**src/rtl/bmssr_pkg.sv**
```systemverilog
// Shared types and constants for the bidirectional motor soft-start ramp block.
package bmssr_pkg;

    localparam int PWM_W  = 10;
    localparam int TIME_W = 16;
    localparam int NOW_W  = 32;

    // Restoring divider: dividend is |range| * elapsed
    localparam int DIV_W     = PWM_W + TIME_W;
    localparam int DIV_STEPS = DIV_W;

    localparam logic [TIME_W-1:0] ACCEL_RST  = 16'd600;
    localparam logic [TIME_W-1:0] DECEL_RST  = 16'd600;
    localparam logic [PWM_W-1:0]  MAX_RST    = 10'd950;
    localparam logic [PWM_W-1:0]  MIN_RST    = 10'd15;
    localparam logic [TIME_W-1:0] SETTLE_RST = 16'd20;
    localparam logic [PWM_W-1:0]  SAMPLE_IDLE = 10'd500;

    localparam int CFG_IDX_W = 3;
    localparam logic [CFG_IDX_W-1:0] CFG_ACCEL  = 3'd0;
    localparam logic [CFG_IDX_W-1:0] CFG_DECEL  = 3'd1;
    localparam logic [CFG_IDX_W-1:0] CFG_MAX    = 3'd2;
    localparam logic [CFG_IDX_W-1:0] CFG_MIN    = 3'd3;
    localparam logic [CFG_IDX_W-1:0] CFG_SETTLE = 3'd4;

    localparam logic [1:0] DIR_STOP = 2'd0;
    localparam logic [1:0] DIR_FWD  = 2'd1;
    localparam logic [1:0] DIR_REV  = 2'd2;

    typedef enum logic [1:0] {
        OP_TICK  = 2'd0,
        OP_ESTOP = 2'd1,
        OP_CLEAR = 2'd2
    } t_op;

    typedef enum logic [2:0] {
        ST_STOPPED   = 3'd0,
        ST_STOPPING  = 3'd1,
        ST_START_FWD = 3'd2,
        ST_RUN_FWD   = 3'd3,
        ST_START_REV = 3'd4,
        ST_RUN_REV   = 3'd5,
        ST_FAULT     = 3'd6
    } t_mode;

    typedef struct packed {
        t_op               op;
        logic [NOW_W-1:0]  now_ms;
        logic              fwd_request;
        logic              rev_request;
        logic              fwd_limit;
        logic              rev_limit;
    } t_item;

    typedef struct packed {
        t_mode             motor_state;
        logic [PWM_W-1:0]  pwm_level;
        logic [PWM_W-1:0]  fwd_duty;
        logic [PWM_W-1:0]  rev_duty;
        logic [PWM_W-1:0]  sample_compare;
        logic [1:0]        drive_direction;
        logic              brake_engaged;
    } t_result;

    typedef struct packed {
        logic load;
        logic update;
        logic mul;
        logic div_step;
        logic finish;
        logic capture;
    } t_dp_cmd;

    typedef struct packed {
        logic need_div;
    } t_dp_stat;

endpackage

```
**src/rtl/bmssr_dp.sv**
```systemverilog
// Datapath: motor state registers, next-state logic, ramp multiplier and serial divider.
module bmssr_dp (
    input  logic                              i_clk,
    input  logic                              i_rst_n,
    input  bmssr_pkg::t_dp_cmd                i_cmd,
    output bmssr_pkg::t_dp_stat               o_stat,
    input  bmssr_pkg::t_item                  i_item,
    input  logic                              i_cfg_we,
    input  logic [bmssr_pkg::CFG_IDX_W-1:0]   i_cfg_index,
    input  logic [bmssr_pkg::TIME_W-1:0]      i_cfg_data,
    output bmssr_pkg::t_result                o_result
);
    import bmssr_pkg::*;

    // configuration
    logic [TIME_W-1:0] r_accel, r_decel, r_settle;
    logic [PWM_W-1:0]  r_max, r_min;

    // architectural state
    t_mode             r_mode, r_before;
    logic [NOW_W-1:0]  r_stamp;
    logic [PWM_W-1:0]  r_pwm, r_goal;
    logic              r_estop, r_brake;
    logic [1:0]        r_dir;

    t_item             r_item;

    // ramp operands and divider
    logic [PWM_W-1:0]  r_from, r_mag;
    logic              r_neg;
    logic [TIME_W-1:0] r_elap, r_span;
    logic [DIV_W-1:0]  r_quo;
    logic [TIME_W-1:0] r_rem;
    t_result           r_res;

    t_mode             n_mode, n_before, next_mode;
    logic [NOW_W-1:0]  n_stamp;
    logic [PWM_W-1:0]  n_pwm, n_goal;
    logic              n_estop, n_brake, entered, ramp_sel;
    logic [1:0]        n_dir;
    logic [NOW_W-1:0]  elapsed_old, elapsed_new;

    logic [TIME_W-1:0] span;
    logic [PWM_W-1:0]  ramp_from, ramp_to, mag;
    logic              ramp_done;

    logic [TIME_W:0]   rem_sh;
    logic [TIME_W+1:0] rem_diff;
    logic              q_bit;
    logic [PWM_W-1:0]  fd, rd;

    assign elapsed_old = r_item.now_ms - r_stamp;

    always_comb begin
        n_mode    = r_mode;
        n_before  = r_before;
        n_stamp   = r_stamp;
        n_pwm     = r_pwm;
        n_goal    = r_goal;
        n_estop   = r_estop;
        n_dir     = r_dir;
        n_brake   = r_brake;
        next_mode = r_mode;
        entered   = 1'b0;
        ramp_sel  = 1'b0;
        unique case (r_item.op)
            OP_TICK: begin
                if (r_estop) begin
                    if (r_mode != ST_STOPPED && r_mode != ST_FAULT) begin
                        n_before = r_mode;
                        n_mode   = ST_STOPPED;
                        n_stamp  = r_item.now_ms;
                        n_pwm    = '0;
                        n_brake  = 1'b1;
                    end
                end else if (r_item.fwd_request && r_item.rev_request) begin
                    n_mode  = ST_FAULT;
                    n_stamp = r_item.now_ms;
                    n_pwm   = '0;
                    n_brake = 1'b1;
                end else begin
                    unique case (r_mode)
                        ST_STOPPED: begin
                            if (elapsed_old >= {{(NOW_W-TIME_W){1'b0}}, r_settle}) begin
                                if (r_item.fwd_request && !r_item.fwd_limit) begin
                                    next_mode = ST_START_FWD;
                                end else if (r_item.rev_request && !r_item.rev_limit) begin
                                    next_mode = ST_START_REV;
                                end
                            end
                        end
                        ST_START_FWD: begin
                            if (r_item.fwd_limit || !r_item.fwd_request) begin
                                next_mode = ST_STOPPING;
                            end else if (elapsed_old >= {{(NOW_W-TIME_W){1'b0}}, r_accel}) begin
                                next_mode = ST_RUN_FWD;
                            end
                        end
                        ST_RUN_FWD: begin
                            if (r_item.fwd_limit || !r_item.fwd_request) begin
                                next_mode = ST_STOPPING;
                            end
                        end
                        ST_START_REV: begin
                            if (r_item.rev_limit || !r_item.rev_request) begin
                                next_mode = ST_STOPPING;
                            end else if (elapsed_old >= {{(NOW_W-TIME_W){1'b0}}, r_accel}) begin
                                next_mode = ST_RUN_REV;
                            end
                        end
                        ST_RUN_REV: begin
                            if (r_item.rev_limit || !r_item.rev_request) begin
                                next_mode = ST_STOPPING;
                            end
                        end
                        ST_STOPPING: begin
                            if (r_pwm <= r_min) begin
                                next_mode = ST_STOPPED;
                            end
                        end
                        ST_FAULT: ;
                        default: ;
                    endcase
                    if (next_mode != r_mode) begin
                        entered  = 1'b1;
                        n_before = r_mode;
                        n_mode   = next_mode;
                        n_stamp  = r_item.now_ms;
                        unique case (next_mode)
                            ST_STOPPED: begin
                                n_goal  = '0;
                                n_brake = 1'b1;
                                n_dir   = DIR_STOP;
                            end
                            ST_START_FWD: begin
                                n_dir   = DIR_FWD;
                                n_brake = 1'b0;
                                n_goal  = r_max;
                            end
                            ST_START_REV: begin
                                n_dir   = DIR_REV;
                                n_brake = 1'b0;
                                n_goal  = r_max;
                            end
                            ST_RUN_FWD, ST_RUN_REV: n_goal = r_max;
                            ST_STOPPING: n_goal = '0;
                            default: ;
                        endcase
                    end
                    if (n_mode == ST_START_FWD || n_mode == ST_START_REV
                        || n_mode == ST_STOPPING) begin
                        ramp_sel = 1'b1;
                    end else if (n_mode == ST_RUN_FWD || n_mode == ST_RUN_REV) begin
                        n_pwm = n_goal;
                    end
                end
            end
            OP_ESTOP: begin
                n_estop = 1'b1;
                n_goal  = '0;
                n_brake = 1'b1;
            end
            OP_CLEAR: begin
                if (r_mode == ST_FAULT) begin
                    n_mode  = ST_STOPPED;
                    n_estop = 1'b0;
                end
            end
            default: ;
        endcase
    end

    // ramp endpoints for the mode after this tick; a fresh entry has zero elapsed time
    assign elapsed_new = entered ? '0 : elapsed_old;

    always_comb begin
        if (n_mode == ST_STOPPING) begin
            span      = r_decel;
            ramp_from = (n_before == ST_RUN_FWD || n_before == ST_RUN_REV) ? r_max : r_pwm;
            ramp_to   = r_min;
        end else begin
            span      = r_accel;
            ramp_from = r_min;
            ramp_to   = r_max;
        end
        ramp_done = elapsed_new >= {{(NOW_W-TIME_W){1'b0}}, span};
        mag       = (ramp_to >= ramp_from) ? ramp_to - ramp_from : ramp_from - ramp_to;
    end

    assign o_stat.need_div = ramp_sel && !ramp_done;

    // one restoring division step
    assign rem_sh   = {r_rem, r_quo[DIV_W-1]};
    assign rem_diff = {1'b0, rem_sh} - {2'b00, r_span};
    assign q_bit    = !rem_diff[TIME_W+1];

    // duty selection from the committed state
    always_comb begin
        fd = '0;
        rd = '0;
        if (!r_estop && r_mode != ST_FAULT) begin
            if (r_mode == ST_START_FWD || r_mode == ST_RUN_FWD) begin
                fd = r_pwm;
            end else if (r_mode == ST_START_REV || r_mode == ST_RUN_REV) begin
                rd = r_pwm;
            end else if (r_mode == ST_STOPPING) begin
                if (r_before == ST_START_FWD || r_before == ST_RUN_FWD) begin
                    fd = r_pwm;
                end else if (r_before == ST_START_REV || r_before == ST_RUN_REV) begin
                    rd = r_pwm;
                end
            end
        end
    end

    always_ff @(posedge i_clk) begin
        if (!i_rst_n) begin
            r_accel  <= ACCEL_RST;
            r_decel  <= DECEL_RST;
            r_max    <= MAX_RST;
            r_min    <= MIN_RST;
            r_settle <= SETTLE_RST;
            r_mode   <= ST_STOPPED;
            r_before <= ST_STOPPED;
            r_stamp  <= '0;
            r_pwm    <= '0;
            r_goal   <= '0;
            r_estop  <= 1'b0;
            r_dir    <= DIR_STOP;
            r_brake  <= 1'b1;
        end else begin
            if (i_cfg_we) begin
                unique case (i_cfg_index)
                    CFG_ACCEL:  r_accel  <= i_cfg_data;
                    CFG_DECEL:  r_decel  <= i_cfg_data;
                    CFG_MAX:    r_max    <= i_cfg_data[PWM_W-1:0];
                    CFG_MIN:    r_min    <= i_cfg_data[PWM_W-1:0];
                    CFG_SETTLE: r_settle <= i_cfg_data;
                    default: ;
                endcase
            end
            if (i_cmd.update) begin
                r_mode   <= n_mode;
                r_before <= n_before;
                r_stamp  <= n_stamp;
                r_goal   <= n_goal;
                r_estop  <= n_estop;
                r_dir    <= n_dir;
                r_brake  <= n_brake;
                if (!ramp_sel) begin
                    r_pwm <= n_pwm;
                end else if (ramp_done) begin
                    r_pwm <= ramp_to;
                end
            end
            if (i_cmd.finish) begin
                r_pwm <= r_neg ? r_from - r_quo[PWM_W-1:0] : r_from + r_quo[PWM_W-1:0];
            end
        end
    end

    always_ff @(posedge i_clk) begin
        if (i_cmd.load) begin
            r_item <= i_item;
        end
        if (i_cmd.update) begin
            r_from <= ramp_from;
            r_mag  <= mag;
            r_neg  <= ramp_to < ramp_from;
            r_elap <= elapsed_new[TIME_W-1:0];
            r_span <= span;
        end
        if (i_cmd.mul) begin
            r_quo <= {{TIME_W{1'b0}}, r_mag} * {{PWM_W{1'b0}}, r_elap};
            r_rem <= '0;
        end
        if (i_cmd.div_step) begin
            r_quo <= {r_quo[DIV_W-2:0], q_bit};
            r_rem <= q_bit ? rem_diff[TIME_W-1:0] : rem_sh[TIME_W-1:0];
        end
        if (i_cmd.capture) begin
            r_res.motor_state     <= r_mode;
            r_res.pwm_level       <= r_pwm;
            r_res.fwd_duty        <= fd;
            r_res.rev_duty        <= rd;
            r_res.sample_compare  <= (r_pwm == '0) ? SAMPLE_IDLE : r_pwm;
            r_res.drive_direction <= r_dir;
            r_res.brake_engaged   <= r_brake;
        end
    end

    assign o_result = r_res;

endmodule

```
**src/rtl/bmssr_ctrl.sv**
```systemverilog
// Controller: sequences update, multiply, divide steps and result capture for each item.
module bmssr_ctrl (
    input  logic                  i_clk,
    input  logic                  i_rst_n,
    input  logic                  i_in_valid,
    output logic                  o_in_ready,
    output logic                  o_out_valid,
    input  logic                  i_out_ready,
    output bmssr_pkg::t_dp_cmd    o_cmd,
    input  bmssr_pkg::t_dp_stat   i_stat
);
    import bmssr_pkg::*;

    localparam int CNT_W = $clog2(DIV_STEPS);

    typedef enum logic [2:0] {
        S_IDLE,
        S_UPDATE,
        S_MUL,
        S_DIV,
        S_FINISH,
        S_CAPTURE
    } t_state;

    t_state           r_state;
    logic [CNT_W-1:0] r_cnt;
    logic             r_out_valid;
    logic             out_free;

    assign out_free    = !r_out_valid || i_out_ready;
    assign o_in_ready  = (r_state == S_IDLE);
    assign o_out_valid = r_out_valid;

    always_comb begin
        o_cmd          = '0;
        o_cmd.load     = (r_state == S_IDLE) && i_in_valid;
        o_cmd.update   = (r_state == S_UPDATE);
        o_cmd.mul      = (r_state == S_MUL);
        o_cmd.div_step = (r_state == S_DIV);
        o_cmd.finish   = (r_state == S_FINISH);
        o_cmd.capture  = (r_state == S_CAPTURE) && out_free;
    end

    always_ff @(posedge i_clk) begin
        if (!i_rst_n) begin
            r_state     <= S_IDLE;
            r_cnt       <= '0;
            r_out_valid <= 1'b0;
        end else begin
            // a capture in the same cycle keeps the output valid
            if (r_out_valid && i_out_ready && !o_cmd.capture) begin
                r_out_valid <= 1'b0;
            end
            unique case (r_state)
                S_IDLE: begin
                    if (i_in_valid) begin
                        r_state <= S_UPDATE;
                    end
                end
                S_UPDATE: begin
                    r_state <= i_stat.need_div ? S_MUL : S_CAPTURE;
                end
                S_MUL: begin
                    r_cnt   <= '0;
                    r_state <= S_DIV;
                end
                S_DIV: begin
                    r_cnt <= r_cnt + 1'b1;
                    if (r_cnt == CNT_W'(DIV_STEPS - 1)) begin
                        r_state <= S_FINISH;
                    end
                end
                S_FINISH: begin
                    r_state <= S_CAPTURE;
                end
                S_CAPTURE: begin
                    if (out_free) begin
                        r_out_valid <= 1'b1;
                        r_state     <= S_IDLE;
                    end
                end
                default: r_state <= S_IDLE;
            endcase
        end
    end

endmodule

```
**src/rtl/bidirectional_motor_soft_start_ramp.sv**
```systemverilog
// Top level of the bidirectional motor soft-start / soft-stop ramp controller.
// Each input transaction carries a command in tuser (tick, emergency stop, clear fault) and
// the millisecond timestamp, direction requests and limit switches in tdata; each produces
// one output transaction with state, ramped PWM, both channel duties, the sample compare,
// direction and brake. Items are processed one at a time. An item that needs no ramp
// interpolation goes through update and capture before the next is accepted; a tick inside
// an acceleration or deceleration ramp adds multiply, the 26-step restoring divider that
// interpolates the PWM level, and finish. The finished result waits in an output register,
// so a stalled output only blocks once a second result is ready. Configuration writes are
// accepted every cycle and must only be issued while the block is idle.
module bidirectional_motor_soft_start_ramp (
    input  logic        i_clk,
    input  logic        i_rst_n,
    input  logic        i_s_axis_tvalid,
    output logic        o_s_axis_tready,
    // [31:0] now_ms, [32] fwd_request, [33] rev_request, [34] fwd_limit, [35] rev_limit
    input  logic [39:0] i_s_axis_tdata,
    // [1:0] cmd
    input  logic [1:0]  i_s_axis_tuser,
    output logic        o_m_axis_tvalid,
    input  logic        i_m_axis_tready,
    // [2:0] motor_state, [12:3] pwm_level, [22:13] fwd_duty, [32:23] rev_duty,
    // [42:33] sample_compare, [44:43] drive_direction, [45] brake_engaged
    output logic [47:0] o_m_axis_tdata,
    input  logic        i_cfg_valid,
    output logic        o_cfg_ready,
    input  logic [2:0]  i_cfg_index,
    input  logic [15:0] i_cfg_data
);
    import bmssr_pkg::*;

    t_item    item;
    t_result  res;
    t_dp_cmd  dp_cmd;
    t_dp_stat dp_stat;

    assign item.op          = t_op'(i_s_axis_tuser);
    assign item.now_ms      = i_s_axis_tdata[31:0];
    assign item.fwd_request = i_s_axis_tdata[32];
    assign item.rev_request = i_s_axis_tdata[33];
    assign item.fwd_limit   = i_s_axis_tdata[34];
    assign item.rev_limit   = i_s_axis_tdata[35];

    assign o_cfg_ready = 1'b1;

    bmssr_ctrl u_ctrl (
        .i_clk       (i_clk),
        .i_rst_n     (i_rst_n),
        .i_in_valid  (i_s_axis_tvalid),
        .o_in_ready  (o_s_axis_tready),
        .o_out_valid (o_m_axis_tvalid),
        .i_out_ready (i_m_axis_tready),
        .o_cmd       (dp_cmd),
        .i_stat      (dp_stat)
    );

    bmssr_dp u_dp (
        .i_clk       (i_clk),
        .i_rst_n     (i_rst_n),
        .i_cmd       (dp_cmd),
        .o_stat      (dp_stat),
        .i_item      (item),
        .i_cfg_we    (i_cfg_valid),
        .i_cfg_index (i_cfg_index),
        .i_cfg_data  (i_cfg_data),
        .o_result    (res)
    );

    assign o_m_axis_tdata = {2'b00,
                             res.brake_engaged,
                             res.drive_direction,
                             res.sample_compare,
                             res.rev_duty,
                             res.fwd_duty,
                             res.pwm_level,
                             res.motor_state};

endmodule
```
**config.mk**
```make
export PLATFORM = sky130hd
export DESIGN_NAME = bidirectional_motor_soft_start_ramp
export DESIGN_NICKNAME = d
export VERILOG_FILES = /design/src/rtl/bmssr_pkg.sv /design/src/rtl/bmssr_dp.sv /design/src/rtl/bmssr_ctrl.sv /design/src/rtl/bidirectional_motor_soft_start_ramp.sv
export SDC_FILE = /design/constraint.sdc
export NUM_CORES = 1
export LEC_CHECK = 0
export BUFFER_PORTS_ARGS = -buffer_cell sky130_fd_sc_hd__buf_2
export CORE_MARGIN = 2
export CORE_UTILIZATION = 38
export CTS_BUF_LIST = sky130_fd_sc_hd__clkbuf_4
export DETAILED_ROUTE_END_ITERATION = 7
export PLACE_DENSITY_LB_ADDON = 0.15
export SYNTH_ARGS = -nofsm -noshare
export SYNTH_HDL_FRONTEND = slang
export SYNTH_SLANG_ARGS = --single-unit
```
**constraint.sdc**
```tcl
create_clock -name i_clk -period 12.4 [get_ports i_clk]
set_clock_uncertainty 0.15 [all_clocks]
set_input_delay 0.62 -clock i_clk [delete_from_list [all_inputs] [get_ports i_clk]]
set_output_delay 0.62 -clock i_clk [all_outputs]
set_load 0.1 [all_outputs]
```
* Yosys cells after proc, flatten, opt, wreduce, memory -nomap -nowiden
Index checks and enable logic that the tools add are counted.
** Cells by class
- Muxes and demuxes :: 93
- $lt $le $gt $ge :: 6
- Add/sub/neg operators :: 7
- Multipliers :: 1
- Bitwise operators :: 3
- Equal/unequal tests :: 50
- Reduce and logical (&&, ||, !) cells :: 61
** Operators by type and width (count)
- $mux 10 :: 26
- $mux 32 :: 5
- $ge 32x16->1 :: 3
- $mux 3 :: 30
- $mux 16 :: 4
- $mux 26 :: 2
- $pmux 10 s2 :: 2
- $eq 3x2->1 const B :: 13
- $eq 3x3->1 const B :: 13
- $pmux 3 s6 :: 2
- $sub 32x32->32 :: 1
- $sub 10x10->10 :: 3
- $mul 10x16->26 :: 1
- $eq 3x1->1 const B :: 6
- $sub 17x16->18 :: 1
- $mux 1 :: 16
- $logic_not 3->1 :: 4
- $reduce_and 6->1 :: 2
- $reduce_bool 3->1 :: 4
- $logic_or 1x1->1 :: 11
- $add 10x10->10 :: 1
- $ge 10x10->1 :: 1
- $le 10x10->1 :: 1
- $logic_and 1x1->1 :: 10
- 29 further kinds :: 59
** Word-level totals
- Output and inout bits :: 51
- Register bits :: 318
- Input port bits :: 66
- Logic and storage cells :: 257

* Longest topological paths before layout
- Word-level depth :: 24
- Depth in mapped cells :: 44
- Gate-level depth less buffers :: 41

* Cells and area by module
Synthesis repeated with hierarchy kept, for this count alone.
** Unflattened totals
- Cells, all modules :: 2483
- Area total of the unflattened synthesis :: 23356.2 sq um
** Modules (own cells, without submodules)
- bmssr_dp :: area each 22786.9 sq um, instances 1, seq. area each 7977.7 sq um, cells an instance 2412
- bmssr_ctrl :: area each 539.3 sq um, instances 1, seq. area each 180.2 sq um, cells an instance 66
- bidirectional_motor_soft_start_ramp :: area each 30.0 sq um, instances 1, seq. area each 0.0 sq um, cells an instance 5

* Worst setup path before layout
No wires, ideal clock.
- Kind :: flip-flop to flip-flop
- Start :: register u_dp.r_item[8] (netlist name)
- End :: register u_dp.r_mag[8], data pin
- Setup time :: 0.265 ns
- Period minus slack after synthesis :: 7.832 ns
- Required time :: 11.985 ns
- Buffers on the path :: 3
- Stages on the path, launching flop included :: 43
- Path slack :: 4.568 ns
- Arrival :: 7.416 ns
- Cell sequence :: edfxtp_1 ha_1 a21o_1 or3_4 o21ai_4 a21oi_2 a21oi_1 o21ai_0 a21oi_1 xnor2_1 ha_1 a21oi_1 o21ai_0 a2111oi_0 or3_1 nand4_2 o211ai_2 and2_1 [... 7 more ...] ha_1 fa_1 inv_1 a21oi_1 o21bai_1 a21oi_1 o21bai_1 a21oi_1 o21bai_1 a21o_1 a21oi_1 o31ai_1 clkbuf_1 mux2i_1 o21ai_0 a21oi_1 o21ai_0 xor2_1
** Between the ends
- Longest elaborated chain between the ends :: 20
- Elaborated cells on any way between the ends :: 35
- Classes of those cells :: add/sub: 3; order compare: 3; eq/ne: 4; mux: 24; reduce/logical: 1
** Ends and longest elaborated chain
- from (decl) :: line bmssr_dp.sv:26 : t_item r_item;
- from (signal assigned) :: line bmssr_dp.sv:264 : r_item <= i_item;
- $sub 32x32->32 (*) :: line bmssr_dp.sv:52 : assign elapsed_old = r_item.now_ms - r_stamp;
- $ge 32x16->1 :: line bmssr_dp.sv:95, bmssr_dp.sv:107
- $mux 3 (on tied branches) :: line bmssr_dp.sv:107, bmssr_dp.sv:95
- $mux 3 (on tied branches) :: line bmssr_dp.sv:105, bmssr_dp.sv:93
- $pmux 3 s6 (*) :: line bmssr_dp.sv:82 : unique case (r_mode)
- $mux 3 (*) :: line bmssr_dp.sv:76 : end else if (r_item.fwd_request && r_item.rev_request) begin
- $mux 3 (*) :: line bmssr_dp.sv:68 : if (r_estop) begin
- $mux 3 (*) :: line bmssr_dp.sv:66 : unique case (r_item.op)
- [... 6 more ...]
- $mux 3 :: line bmssr_dp.sv:68
- $pmux 3 s2 :: line bmssr_dp.sv:66
- $eq 3x1->1 :: line bmssr_dp.sv:177 : if (n_mode == ST_STOPPING) begin
- $mux 10 (*) :: line bmssr_dp.sv:177
- net u_dp.ramp_from[0] :: line bmssr_dp.sv:44 : logic [PWM_W-1:0] ramp_from, ramp_to, mag;
- $sub 10x10->10 / $ge 10x10->1 (equally long branches) :: line bmssr_dp.sv:187 : mag = (ramp_to >= ramp_from) ? ramp_to - ramp_from : ramp_from - ramp_to;
- $mux 10 (*) :: line bmssr_dp.sv:187
- net u_dp.mag[8] :: line bmssr_dp.sv:44
- to (signal assigned) :: line bmssr_dp.sv:268 : r_mag <= mag;
- to (decl) :: line bmssr_dp.sv:29 : logic [PWM_W-1:0] r_from, r_mag;
Mark *: on every way through the listed nets, which the timed path passes. The rest lies on a longest branch. The select of a mux whose other input is x is not followed.
A chain may end at the register's enable or synchronous reset.

* Final worst setup path
- Start :: register u_dp.r_item[4] (netlist name)
- End :: register u_dp.r_pwm[9]
** Between the ends
- Elaborated cells on any way between the ends :: 66
- Classes of those cells :: add/sub: 1; order compare: 3; eq/ne: 15; mux: 38; reduce/logical: 9
** RTL lines
- $sub 32x32->32 (*) :: line bmssr_dp.sv:52
- $ge 32x16->1 :: line bmssr_dp.sv:95, bmssr_dp.sv:107
- $mux 3 (on tied branches) :: line bmssr_dp.sv:107, bmssr_dp.sv:95
- $mux 3 (on tied branches) :: line bmssr_dp.sv:105, bmssr_dp.sv:93
- $pmux 3 s6 (*) :: line bmssr_dp.sv:82
- $mux 3 (*) :: line bmssr_dp.sv:76
- $mux 3 (*) :: line bmssr_dp.sv:68
- $mux 3 (*) :: line bmssr_dp.sv:66
- [... 6 more ...]
- $mux 3 (*) :: line bmssr_dp.sv:68
- $pmux 3 s2 (*) :: line bmssr_dp.sv:66
- $eq 3x1->1 (*) :: line bmssr_dp.sv:177
- $mux 16 (*) :: line bmssr_dp.sv:177
- net u_dp.span[0] :: line bmssr_dp.sv:43 : logic [TIME_W-1:0] span;
- $ge 32x16->1 (*) :: line bmssr_dp.sv:186 : ramp_done = elapsed_new >= {{(NOW_W-TIME_W){1'b0}}, span};
- $ne 3x3->1 (no line) (*)
- $reduce_and 6->1 (no line) (*)
- to (signal assigned) :: line bmssr_dp.sv:251 : r_pwm <= n_pwm;
- to (signal assigned) :: line bmssr_dp.sv:253 : r_pwm <= ramp_to;
- to (signal assigned) :: line bmssr_dp.sv:257 : r_pwm <= r_neg ? r_from - r_quo[PWM_W-1:0] : r_from + r_quo[PWM_W-1:0];
- to (decl) :: line bmssr_dp.sv:22 : logic [PWM_W-1:0] r_pwm, r_goal;
Marks and branches as above.

==> impl_metrics.toml <==
[clock_tree]
cts_sinks = 318
cts_tree = "built"
htree_levels = 3
cts_made_buffers = 85
cts_buffer_depth = 3
ctsHoldBuffers = 55
cts-resized-gates = 0
cts_setup_buffers = 0
clk_pin_slew_ns = 0.07
clockRootBuffer = "clkbuf_4"
clock_latency_ns = 0.84

[yosys]
syn_avg_cell_area_um2 = 9.17
synth.top_cell.area_share_pct = 23.4
yosys-top-cells-area = "edfxtp_1, dfxtp_1, ha_1"
synth_top_area_cell = "edfxtp_1"
syn-cell-area_um2 = 23000
yosys_warnings = 0
ys_ff_latch = 318
synth-edff-count = 179
synthDistinctLibCells = 87
synth_flop_cell = "edfxtp_1"
ys_seq_area_share_pct = 35.5
async_reset_ff_share_pct = 0
syn_inst = 2506

[drt]
firstDrtPassIters = 7
wl_met2_um = 27400
wl_met3_um = 2580
drc = 0
drt_first_iter_violations = 1106
wl_per_cell_um = 16.7
met1Wirelength_um = 27100
route.final.wire_length_um = 58800
topRoutingLayerUsed = "met5"
via_per_inst = 5.14
postRouteAntennaNets = 0
vias = 18000

[setup_path]
critPathMaxStageDelay_ns = 0.57
arrival_ns = 9.80
critPathMaxFanout = 56
start_kind = "flip-flop"
r2r_cells = 38
cp-end-kind = "flip-flop"
crit_slowest_cell = "buf_4"
path_class = "flip-flop to flip-flop"
worstPathRequired_ns = 12.87

[grt]
grt_pass1_wl_um = 96400
grt-ovfl-total = 0
antenna_found_initial = 9
grtUsageTotal_pct = 19.2
grt_max_degree = 97
grt_pass1_vias = 18300

[sta]
clock.fmax_ghz = 0.107
finalCritPeriodShare_pct = 75.2
hold_viol = 0
worstMarginPinSlew_ns = 1.28
setup-tns-final_ns = 0
rsz0062_at_grt = "no"
fin_crit_ns = 9.33
setup_violations = 0
relSlewSlack_pct = 14.5
finalMaxSlewViolations = 0

[cells_and_area]
final_common_cell = "nand2_1"
areaGrowthSynthToFinish_pct = 12.5
seq_area_um2 = 8160
final_cell_mix = "nand2_1, inv_1, a21oi_1"
final_util_pct = 43.1
multi_input_area_um2 = 13400
fin_nets = 3033
fill_cells = 5920
drive_gt1_share_pct = 11.6

[power_and_ir_drop]
seq_power_share_pct = 23.0
power.switching_mw = 2.74
internal_power_mw = 3.69
p_leak_nw = 10.9
power_frac_clock_pct = 15.1
p_comb_share_pct = 61.8
ir_worst_vdd_uv = 369
pwr_density_cell_nw_per_um2 = 249
switching_share_pct = 42.6

[floorplanning]
fp-row-count = 90
initial_core_util_pct = 38.3
fp.dieH_um = 250
ios = 117
coreArea_um2 = 60000
die_area_um2 = 62400
die_x_um = 250

[min_path]
holdPathStages = 2
hold_path_class = "input pin to flip-flop"

[placement]
dpl.hpwl_um = 43700
routabilityCongestion = 0.860
portBuffers = 109

[run_status]
status = "completed"

[run]
cap_violations = 0
-- cells by family (layout without fill, tap and decap cells) --
logic type	after synthesis	in the layout	synth area share, %
flops	318	318	35.5
compound gates	531	531	14.7
mux	72	72	3.19
other cells	2	8	0.0327
fa+ha+maj	312	312	20.8
buf+inv	381	600	6.48
xor+xnor	72	72	2.75
simple gates	818	818	16.6
-- area by class of cell --
class / instances / area share (%)
multi-input combinational: 1808 / 51.7
timing repair buffer: 177 / 4.62
sequential: 318 / 31.6
clock buffer: 129 / 3.75
antenna: 5 / 0.0484
tap: 782 / 3.79
inverter: 265 / 3.85
clock inverter: 29 / 0.688
-- critical path, delay by kind of cell (launching register included) --
kind	cells	cell delay (ns)
fa+ha+maj	4	1.23
mux	1	0.43
buf+inv	3	0.70
simple gates	9	1.67
flops	1	0.39
xor+xnor	1	0.38
compound gates	20	4.17
-- through the flow --
stage          total power [mW]  cell area, um^2  cells  setup slack, ns  hold WS, ns
2_1_floorplan              4.62            23000   2507             4.57        0.258
3_3_place_gp               5.39            24100   3295             3.05        0.291
3_5_place_dp               5.45            24100   3295             3.03        0.288
4_1_cts                    6.50            25800   3508             2.95       0.0426
5_1_grt                    7.16            25800   3512             2.16        0.112
6_report                   6.43            25800   3513             3.07        0.144
-- synth_stat cells (10+ instances only) --
master      n
nand2_1   398
inv_1     261
a21oi_1   207
ha_1      197
edfxtp_1  179
dfxtp_1   139
nor2_1    125
fa_1      115
clkbuf_1   88
and2_1     85
o21ai_0    83
mux2i_1    63
nand3_1    44
xnor2_1    44
o21a_1     37
a21o_1     32
xor2_1     28
nor3_1     27
nor4_1     26
nand2b_1   23
nor2b_1    23
o211ai_1   23
o21bai_1   18
buf_2      17
and3_1     15
a211oi_1   13
nand4_1    13
a31oi_1    12
a21boi_0   11
or3_1      11
a32oi_1    10
o221ai_1   10
-- power by group through the flow --
stage / Sequential, mW / Clock [mW] / Combinational (mW)
after floorplan: 1.47 / 0 / 3.15
after global placement: 1.50 / 0 / 3.89
after detailed placement: 1.50 / 0 / 3.94
after CTS: 1.48 / 1.01 / 4.01
after global routing: 1.49 / 1.07 / 4.61
final: 1.48 / 0.973 / 3.97
-- per-layer routing --
metal / up-vias / track usage [%]
li1: 8958 / -
met3: 98 / 3.07
met1: 8642 / 25.4
met2: 343 / 31.4
met4: 8 / 7.25
met5: - / 0
-- sequential cells by signal, summed over array words and instances, names as in the netlist, 2 cells and up --
name,flops
u_dp.r_span,16
u_dp.r_accel,16
u_dp.o_result,46
u_dp.r_before,3
u_dp.r_mode,3
u_dp.r_from,10
u_dp.r_decel,16
u_dp.r_rem,16
u_dp.r_goal,10
u_dp.r_settle,16
u_dp.r_max,10
u_dp.r_pwm,10
u_ctrl.r_state,3
u_dp.r_quo,26
u_dp.r_item,38
u_dp.r_dir,2
u_dp.r_elap,16
u_dp.r_min,10
u_ctrl.r_cnt,5
u_dp.r_mag,10
u_dp.r_stamp,32
-- worst paths after layout --
| kind | start | endpoint | slack [ns] |
|---|---|---|---|
| min | i_rst_n | u_dp.r_max[4] | 0.14 |
| max reg2reg | u_dp.r_item[4] | u_dp.r_pwm[9] | 3.07 |
| max | u_dp.r_item[4] | u_dp.r_pwm[9] | 3.07 |
| min reg2reg | u_dp.r_stamp[28] | u_dp.r_stamp[28] | 0.30 |
Power figures use the tool's default switching activity.
